$ cat src/sida_pkg.sv
package sida_pkg;

    // Field widths of the item channels
    localparam int ACTION_W    = 4;
    localparam int STREAM_ID_W = 8;
    localparam int GRANT_W     = 8;
    localparam int FLAG_W      = 5;

    // Per-ID membership flags
    localparam logic [FLAG_W-1:0] FLAG_REG    = 5'b00001;
    localparam logic [FLAG_W-1:0] FLAG_OPEN   = 5'b00010;
    localparam logic [FLAG_W-1:0] FLAG_LISTEN = 5'b00100;
    localparam logic [FLAG_W-1:0] FLAG_RSV    = 5'b01000;
    localparam logic [FLAG_W-1:0] FLAG_RET    = 5'b10000;

    // Action codes
    typedef enum logic [ACTION_W-1:0] {
        ACT_ALLOCATE     = 4'd0,
        ACT_RESERVE_PEER = 4'd1,
        ACT_REG_COMPLETE = 4'd2,
        ACT_REGISTER     = 4'd3,
        ACT_UNREGISTER   = 4'd4,
        ACT_RETIRE       = 4'd5,
        ACT_RELEASE      = 4'd6,
        ACT_PEND_OPEN    = 4'd7,
        ACT_PEND_LISTEN  = 4'd8,
        ACT_SHUTDOWN     = 4'd9
    } t_action;

    typedef struct packed {
        logic [ACTION_W-1:0]    action;
        logic [STREAM_ID_W-1:0] strm_id;
    } t_in_item;

    typedef struct packed {
        logic               ok;
        logic [GRANT_W-1:0] granted_id;
        logic               stop_flag;
    } t_out_item;

    // Controller states
    typedef enum logic [2:0] {
        ST_CLEAR,
        ST_IDLE,
        ST_READ,
        ST_UPDATE,
        ST_SCAN,
        ST_WIPE,
        ST_DONE
    } t_state;

    // Controller to datapath commands
    typedef struct packed {
        logic load;
        logic clr_step;
        logic scan_init;
        logic scan_step;
        logic upd;
        logic shut;
        logic push;
    } t_dp_cmd;

    // Datapath to controller status
    typedef struct packed {
        logic is_alloc;
        logic is_shut;
        logic stopped;
        logic clr_last;
        logic scan_hit;
        logic scan_end;
        logic out_free;
    } t_dp_stat;

endpackage

$ cat src/sida_ctrl.sv
module sida_ctrl
    import sida_pkg::*;
(
    input  logic     i_clk,
    input  logic     i_rst_n,
    input  logic     i_in_valid,
    output logic     o_in_stall,
    input  t_dp_stat i_stat,
    output t_dp_cmd  o_cmd
);

    t_state r_state;
    t_state n_state;

    // State register; reset starts the clearing pass
    always_ff @(posedge i_clk) begin
        if (!i_rst_n) begin
            r_state <= ST_CLEAR;
        end else begin
            r_state <= n_state;
        end
    end

    // Next state and commands
    always_comb begin
        n_state    = r_state;
        o_cmd      = '0;
        o_in_stall = 1'b1;
        case (r_state)
            ST_CLEAR: begin
                o_cmd.clr_step = 1'b1;
                if (i_stat.clr_last) begin
                    n_state = ST_IDLE;
                end
            end
            ST_IDLE: begin
                o_in_stall = 1'b0;
                if (i_in_valid) begin
                    o_cmd.load = 1'b1;
                    n_state    = ST_READ;
                end
            end
            ST_READ: begin
                if (i_stat.is_alloc && !i_stat.stopped) begin
                    o_cmd.scan_init = 1'b1;
                    n_state         = ST_SCAN;
                end else if (i_stat.is_shut && !i_stat.stopped) begin
                    o_cmd.shut = 1'b1;
                    n_state    = ST_WIPE;
                end else begin
                    n_state = ST_UPDATE;
                end
            end
            ST_UPDATE: begin
                o_cmd.upd = 1'b1;
                n_state   = ST_DONE;
            end
            ST_SCAN: begin
                o_cmd.scan_step = 1'b1;
                if (i_stat.scan_hit || i_stat.scan_end) begin
                    n_state = ST_DONE;
                end
            end
            ST_WIPE: begin
                o_cmd.clr_step = 1'b1;
                if (i_stat.clr_last) begin
                    n_state = ST_DONE;
                end
            end
            ST_DONE: begin
                if (i_stat.out_free) begin
                    o_cmd.push = 1'b1;
                    n_state    = ST_IDLE;
                end
            end
            default: begin
                n_state = ST_IDLE;
            end
        endcase
    end

endmodule

$ cat src/sida_dpath.sv
module sida_dpath
    import sida_pkg::*;
#(
    parameter int ID_WIDTH = 8
) (
    input  logic      i_clk,
    input  logic      i_rst_n,
    input  t_in_item  i_in_data,
    input  t_dp_cmd   i_cmd,
    output t_dp_stat  o_stat,
    output logic      o_out_valid,
    input  logic      i_out_stall,
    output t_out_item o_out_data
);

    localparam int DEPTH = 1 << ID_WIDTH;
    localparam logic [ID_WIDTH-1:0] SCAN_LIMIT = {ID_WIDTH{1'b1}};

    // Flag memory and its registered read data
    logic [FLAG_W-1:0]   r_mem [DEPTH];
    logic [FLAG_W-1:0]   r_rd_flags;

    t_in_item            r_item;
    t_out_item           r_res;
    t_out_item           r_out_data;
    logic                r_out_valid;
    logic                r_stopped;
    logic [ID_WIDTH-1:0] r_next_id;
    logic [ID_WIDTH-1:0] r_clr_addr;
    logic [ID_WIDTH-1:0] r_iss_cnt;
    logic                r_chk_vld;
    logic [ID_WIDTH-1:0] r_chk_cand;

    logic [ID_WIDTH-1:0] id;
    logic                id_zero;
    logic [ID_WIDTH-1:0] cand;
    logic [ID_WIDTH-1:0] ptr_adv;
    logic                hit;
    logic                issue;
    logic                scan_end;
    logic                out_free;
    logic [ID_WIDTH-1:0] mem_raddr;
    logic                mem_we;
    logic [ID_WIDTH-1:0] mem_waddr;
    logic [FLAG_W-1:0]   mem_wdata;
    logic                upd_we;
    logic                upd_ok;
    logic [FLAG_W-1:0]   upd_flags;
    logic [FLAG_W-1:0]   pend;

    assign id      = ID_WIDTH'(r_item.strm_id);
    assign id_zero = (id == '0);

    // Next-fit candidate: skip ID 0 by taking the following one
    assign cand    = (r_next_id == '0) ? ID_WIDTH'(1) : r_next_id;
    assign ptr_adv = (r_next_id == '0) ? r_next_id + ID_WIDTH'(2)
                                       : r_next_id + ID_WIDTH'(1);

    // Scan: check the candidate read last cycle, issue the next one
    assign hit      = r_chk_vld && (r_rd_flags == '0);
    assign issue    = i_cmd.scan_step && (r_iss_cnt != SCAN_LIMIT) && !hit;
    assign scan_end = !r_chk_vld && (r_iss_cnt == SCAN_LIMIT);
    assign out_free = !r_out_valid || !i_out_stall;

    assign mem_raddr = issue ? cand : id;

    // Flag update for single-ID actions
    always_comb begin
        upd_we    = 1'b0;
        upd_ok    = 1'b0;
        upd_flags = r_rd_flags;
        pend      = (r_item.action == ACT_PEND_OPEN) ? FLAG_OPEN : FLAG_LISTEN;
        case (r_item.action)
            ACT_RESERVE_PEER: begin
                if (!id_zero && !r_stopped && r_rd_flags == '0) begin
                    upd_flags = r_rd_flags | FLAG_RSV;
                    upd_we    = 1'b1;
                    upd_ok    = 1'b1;
                end
            end
            ACT_REG_COMPLETE: begin
                upd_ok    = |(r_rd_flags & FLAG_REG);
                upd_flags = r_rd_flags & ~FLAG_RSV;
                upd_we    = 1'b1;
            end
            ACT_REGISTER: begin
                if (!r_stopped && !id_zero &&
                    (r_rd_flags & (FLAG_REG | FLAG_OPEN | FLAG_LISTEN | FLAG_RET)) == '0)
                begin
                    upd_flags = (r_rd_flags | FLAG_REG) & ~FLAG_RSV;
                    upd_we    = 1'b1;
                    upd_ok    = 1'b1;
                end
            end
            ACT_UNREGISTER: begin
                upd_flags = r_rd_flags & ~(FLAG_RSV | FLAG_REG | FLAG_OPEN | FLAG_LISTEN);
                upd_we    = 1'b1;
                upd_ok    = 1'b1;
            end
            ACT_RETIRE: begin
                if (!id_zero) begin
                    upd_flags = FLAG_RET;
                    upd_we    = 1'b1;
                    upd_ok    = 1'b1;
                end
            end
            ACT_RELEASE: begin
                upd_flags = r_rd_flags & ~FLAG_RSV;
                upd_we    = 1'b1;
                upd_ok    = 1'b1;
            end
            ACT_PEND_OPEN, ACT_PEND_LISTEN: begin
                upd_we = 1'b1;
                if (r_stopped) begin
                    upd_flags = r_rd_flags & ~FLAG_RSV & ~pend;
                end else begin
                    upd_flags = (r_rd_flags & ~FLAG_RSV) | pend;
                    upd_ok    = 1'b1;
                end
            end
            default: begin
                // allocate or shutdown while stopped, and unknown codes: no change
                upd_we = 1'b0;
            end
        endcase
    end

    // Select the single write port
    always_comb begin
        mem_we    = 1'b0;
        mem_waddr = id;
        mem_wdata = upd_flags;
        if (i_cmd.clr_step) begin
            mem_we    = 1'b1;
            mem_waddr = r_clr_addr;
            mem_wdata = '0;
        end else if (i_cmd.scan_step && hit) begin
            mem_we    = 1'b1;
            mem_waddr = r_chk_cand;
            mem_wdata = FLAG_RSV;
        end else if (i_cmd.upd) begin
            mem_we = upd_we;
        end
    end

    // Flag memory: one write and one registered read per cycle
    always_ff @(posedge i_clk) begin
        if (mem_we) begin
            r_mem[mem_waddr] <= mem_wdata;
        end
        r_rd_flags <= r_mem[mem_raddr];
    end

    // Control state
    always_ff @(posedge i_clk) begin
        if (!i_rst_n) begin
            r_stopped   <= 1'b0;
            r_next_id   <= ID_WIDTH'(1);
            r_clr_addr  <= '0;
            r_iss_cnt   <= '0;
            r_chk_vld   <= 1'b0;
            r_out_valid <= 1'b0;
        end else begin
            if (i_cmd.clr_step) begin
                r_clr_addr <= r_clr_addr + ID_WIDTH'(1);
            end
            if (i_cmd.shut) begin
                r_stopped <= 1'b1;
            end
            if (i_cmd.scan_init) begin
                r_iss_cnt <= '0;
                r_chk_vld <= 1'b0;
            end else if (i_cmd.scan_step) begin
                r_chk_vld <= issue;
                if (hit) begin
                    r_next_id <= r_chk_cand + ID_WIDTH'(1);
                end else if (issue) begin
                    r_next_id <= ptr_adv;
                    r_iss_cnt <= r_iss_cnt + ID_WIDTH'(1);
                end
            end
            if (i_cmd.push) begin
                r_out_valid <= 1'b1;
            end else if (!i_out_stall) begin
                r_out_valid <= 1'b0;
            end
        end
    end

    // Payload: latched item, pending result, output register
    always_ff @(posedge i_clk) begin
        if (i_cmd.load) begin
            r_item <= i_in_data;
        end
        if (issue) begin
            r_chk_cand <= cand;
        end
        if (i_cmd.upd) begin
            r_res.ok         <= upd_ok;
            r_res.granted_id <= '0;
            r_res.stop_flag  <= r_stopped;
        end else if (i_cmd.shut) begin
            r_res.ok         <= 1'b1;
            r_res.granted_id <= '0;
            r_res.stop_flag  <= 1'b1;
        end else if (i_cmd.scan_step && hit) begin
            r_res.ok         <= 1'b1;
            r_res.granted_id <= GRANT_W'(r_chk_cand);
            r_res.stop_flag  <= r_stopped;
        end else if (i_cmd.scan_step && scan_end) begin
            r_res.ok         <= 1'b0;
            r_res.granted_id <= '0;
            r_res.stop_flag  <= r_stopped;
        end
        if (i_cmd.push) begin
            r_out_data <= r_res;
        end
    end

    assign o_stat.is_alloc = (r_item.action == ACT_ALLOCATE);
    assign o_stat.is_shut  = (r_item.action == ACT_SHUTDOWN);
    assign o_stat.stopped  = r_stopped;
    assign o_stat.clr_last = (r_clr_addr == SCAN_LIMIT);
    assign o_stat.scan_hit = hit;
    assign o_stat.scan_end = scan_end;
    assign o_stat.out_free = out_free;

    assign o_out_valid = r_out_valid;
    assign o_out_data  = r_out_data;

endmodule

$ cat src/stream_id_allocator_core.sv
// Stream ID allocator: membership flags for 2^ID_WIDTH stream IDs, a
// next-fit allocation pointer and a stopped flag.
// Input channel (i_in_valid / o_in_stall / i_in_data) takes one action item;
// output channel (o_out_valid / i_out_stall / o_out_data) returns one result
// item per action, in order.
// The block works on one item at a time, paced by the flag memory, which has
// one write port and one registered read port. Single-ID actions step through
// the read, update and done states. Allocate examines 1 to 2^ID_WIDTH - 1
// candidates, one memory read per cycle. Shutdown (when running) clears every
// entry. After reset the flag memory is cleared one entry per cycle with
// o_in_stall high; the pointer starts at 1 and stopped is low.
// A result sits in an output register; when the receiver stalls it holds,
// the next item is still accepted, and its result waits until the register
// frees up.
module stream_id_allocator_core
    import sida_pkg::*;
#(
    parameter int ID_WIDTH = 8
) (
    input  logic      i_clk,
    input  logic      i_rst_n,
    input  logic      i_in_valid,
    output logic      o_in_stall,
    input  t_in_item  i_in_data,
    output logic      o_out_valid,
    input  logic      i_out_stall,
    output t_out_item o_out_data
);

    t_dp_cmd  cmd;
    t_dp_stat stat;

    // Sequence each action
    sida_ctrl u_ctrl (
        .i_clk      (i_clk),
        .i_rst_n    (i_rst_n),
        .i_in_valid (i_in_valid),
        .o_in_stall (o_in_stall),
        .i_stat     (stat),
        .o_cmd      (cmd)
    );

    // Hold flags, pointer and results
    sida_dpath #(
        .ID_WIDTH (ID_WIDTH)
    ) u_dpath (
        .i_clk       (i_clk),
        .i_rst_n     (i_rst_n),
        .i_in_data   (i_in_data),
        .i_cmd       (cmd),
        .o_stat      (stat),
        .o_out_valid (o_out_valid),
        .i_out_stall (i_out_stall),
        .o_out_data  (o_out_data)
    );

endmodule

$ cat config.mk
export PLATFORM = sky130hd
export DESIGN_NAME = stream_id_allocator_core
export DESIGN_NICKNAME = d
export VERILOG_FILES = /design/src/sida_pkg.sv /design/src/sida_ctrl.sv /design/src/sida_dpath.sv /design/src/stream_id_allocator_core.sv
export SDC_FILE = /design/constraint.sdc
export NUM_CORES = 2
export LEC_CHECK = 0
export ABC_AREA = 1
export BUFFER_PORTS_ARGS = -buffer_cell sky130_fd_sc_hd__buf_4
export CELL_PAD_IN_SITES_DETAIL_PLACEMENT = 0
export CELL_PAD_IN_SITES_GLOBAL_PLACEMENT = 1
export CORE_AREA = 4 4 317 553
export DETAILED_ROUTE_END_ITERATION = 10
export DIE_AREA = 0 0 321 557
export GPL_ROUTABILITY_DRIVEN = 1
export PLACE_DENSITY_LB_ADDON = 0.1
export SYNTH_ARGS = -nofsm -noshare
export SYNTH_HDL_FRONTEND = slang
export SYNTH_SLANG_ARGS = --single-unit
$ cat constraint.sdc
create_clock -name i_clk -period 16 [get_ports i_clk]
set_input_delay 2.4 -clock i_clk [delete_from_list [all_inputs] [get_ports i_clk]]
set_output_delay 2.4 -clock i_clk [all_outputs]
set_load 0.02 [all_outputs]
==> impl_metrics.toml <==
[clock_network]
cts.path.max_buffers = 4
clock_sinks = 1355
cts_max_level = 4
tritoncts = "yes"
hold_buffers = 0
clockRootBuffer = "clkbuf_16"
cts_buffers = 142
insertion_delay_ns = 0.77
cts_resized = 0
clkSlewWorstSetupHoldPaths_ns = 0.06
cts_setup_buffers = 0

[worst_setup_path]
cp_cell_sequence = "nor2_1 -> nand2_1 -> nor2_2 -> nand2_2 -> nand2_4 -> nand2_2 -> nand2_8 -> buf_12 -> buf_4 -> buf_4 -> nand2_1 -> nand3_1 -> nand3_1 -> nand3_1 -> nand3_1 -> nand3_1 -> nand3_1 -> nand3_1 -> nand2_1"
critPathKind = "flip-flop to flip-flop"
critPathBufInv = 3
cp.arrival_ns = 6.93
crit_top_cell = "nand3_1"
endpoint_kind = "flip-flop"
start_kind = "flip-flop"
worst-path-max-fanout = 194
cp.required_ns = 16.64
max_stage_delay_ns = 0.81
slowest_stage = "buf_4"
critPathTopFamily = "simple AND/OR/NAND/NOR gates"

[timing]
max_slew_margin = 0.265
clock-skew-final_ns = 0.0320
finalSetupViolCount = 0
holdWs_ns = 0.435
fmax_ghz = 0.159
rsz0062_at_grt = "no"
fin_tns_setup_ns = 0
tightest_slew_ns = 1.10
slew_viol_final = 0
post-route-period-util = 0.393
fin_crit_ns = 6.29
hold_violations = 0

[power_and_ir_drop]
power.density_nw_per_um2 = 142
peakVddDrop_mv = 0.106
p_leak_nw = 26.3

[floorplan]
io_pins = 28
start_util = 0.348
rows = 201
die_area_um2 = 179000
core_area_um2 = 171000
die_h_um = 557
die_x_um = 321

[placement]
gp_congestion = 0.809
io_buffers = 27
dp_hpwl_um = 111000

[synthesis]
synth_area_per_cell_um2 = 10.1
synth_warnings = 0
synth_top_cell_by_area = "edfxtp_1"
synthTopCellsByArea = "edfxtp_1 (66%), nand2_1 (11%), nand3_1 (8.3%), inv_1 (5.2%), nor2_1 (2.2%)"
synth_cells = 5891
async_flop_share = 0
synth.distinct_cells = 46
ys_ff_latch = 1355
syn-num-nets = 5913
synth_ff_type = "edfxtp_1"
post-synth-top-area-fraction = 0.662
syn-cell-area_um2 = 59500
synth_edf_count = 1312
seq_area_frac_synth = 0.677

[detailed_routing]
wl_um = 189000
dr.pass1.iters = 6
vias = 39600
ant_nets = 0
drc = 0
via_per_inst = 4.87
routedWlPerCell_um = 23.3
drtIter0Drc = 2613

[flow_run]
maxCapViolCount = 0

[cells_and_area]
drive_gt1_frac = 0.0529
fin_nets = 5827
area_growth_pct = 10.9

[global_route]
grt_start_max_net_pins = 195
grt-busiest-layer = "met2"
track_usage = 0.209
grt_pass1_wl_um = 275000
use_met3 = 0.0205
grt_pass1_vias = 39400
overflow = 0
grt_use_met2 = 0.399
antenna_found_initial = 3
met1_usage = 0.238

[hold_path]
min_path_type = "flip-flop to flip-flop"

[status]
outcome = "completed"
[layout by cell type (no fill, tap or decap), drive strengths merged, types with 2 or more instances in the layout]
cell type and instances:
dfxtp 43, nor2 349, o22ai 5, a31oi 5, inv 831, buf 92, nand3b 7, nor3 13
o211ai 12, and3 2, clkbuf 184, xor2 4, or2 5, nand3 988, bufinv 9, o21ai 114
nand2 1817, edfxtp 1312, nor4 3, clkinv 44, a21oi 31, ha 6, a221oi 10
[stage by stage]
step                 util  cells  worst slack [ns]  total power, mW  instance area, µm²
global placement    0.360   7894              9.76             6.34               61600
CTS                 0.386   8131              9.71             9.54               65900
floorplan               -   5891              6.24             5.54               59500
detailed placement  0.360   7894              9.71             6.34               61600
finish              0.386   8132              9.71             9.40               65900
global route        0.386   8132              9.29             9.79               65900
[report_power, final]
group | leakage [nW] | internal [mW] | total (mW) | switching (mW)
combinational | 11.8 | 0.341 | 1.87 | 1.53
clock | 2.12 | 1.84 | 3.20 | 1.36
sequential | 12.4 | 4.29 | 4.32 | 0.0318
total | 26.3 | 6.47 | 9.40 | 2.92
[worst paths after layout]
kind | slack, ns | end | cells past startpoint | start
max | 9.71 | u_dpath.r_rd_flags[1] | 19 | u_dpath.r_rd_flags[0]
min | 0.43 | u_dpath.o_out_data[1] | 0 | u_dpath.r_res[1]
max reg2reg | 9.71 | u_dpath.r_rd_flags[1] | 19 | u_dpath.r_rd_flags[0]
min reg2reg | 0.43 | u_dpath.o_out_data[1] | 0 | u_dpath.r_res[1]
[registers in the layout, indices dropped and copies added (netlist names), 3 cells and up]
name,flops
u_dpath.r_clr_addr,8
u_dpath.o_out_data,10
u_dpath.r_rd_flags,5
u_dpath.r_next_id,8
u_dpath.r_item,4
u_ctrl.r_state,3
u_dpath.r_res,10
u_dpath.id,8
u_dpath.r_chk_cand,8
u_dpath.r_iss_cnt,8
u_dpath.r_mem,1280
[routing by layer]
metal	part of all wire	routed length, µm
met1	0.38	72400
met2	0.54	102000
met3	0.033	6160
met4	0.044	8410
met5	0	0
[logic make-up (layout without fill, tap and decap cells)]
kind of cell,Yosys count,count (layout),share of synthesized area
compound gates,186,186,0.0181
other cells,0,1,0
fa+ha+maj,6,6,0.00126
xor+xnor,5,5,0.000736
simple gates,3185,3185,0.224
buf+inv,1154,1161,0.0792
flops,1355,1355,0.677
[layout make-up]
type,count,area [µm²]
Timing Repair Buffer,92,778
Antenna cell,1,2.50
Clock buffer,184,3860
Clock inverter,53,477
Fill cell,16900,105000
Multi-Input combinational cell,3382,14600
Inverter,832,3130
Tap cell,2233,2790
Sequential cell,1355,40300
[cell usage after synthesis, types with 2 or more instances]
cell and number:
a21oi_1 30, a221oi_1 9, a31oi_1 5, and3_1 2, buf_1 7, buf_2 239
buf_4 12, buf_6 5, clkbuf_1 59, clkinv_1 2, dfxtp_1 43, edfxtp_1 1312
ha_1 6, inv_1 822, inv_2 8, nand2_1 1811, nand2_2 5, nand3_1 987
nand3b_1 7, nor2_1 344, nor2_2 4, nor3_1 13, nor4_1 3, o211ai_1 12
o21ai_0 101, o21ai_1 10, o21ai_2 3, o22ai_1 5, or2_2 5, xor2_1 4
Note: power is estimated with default switching activity, not from simulation.
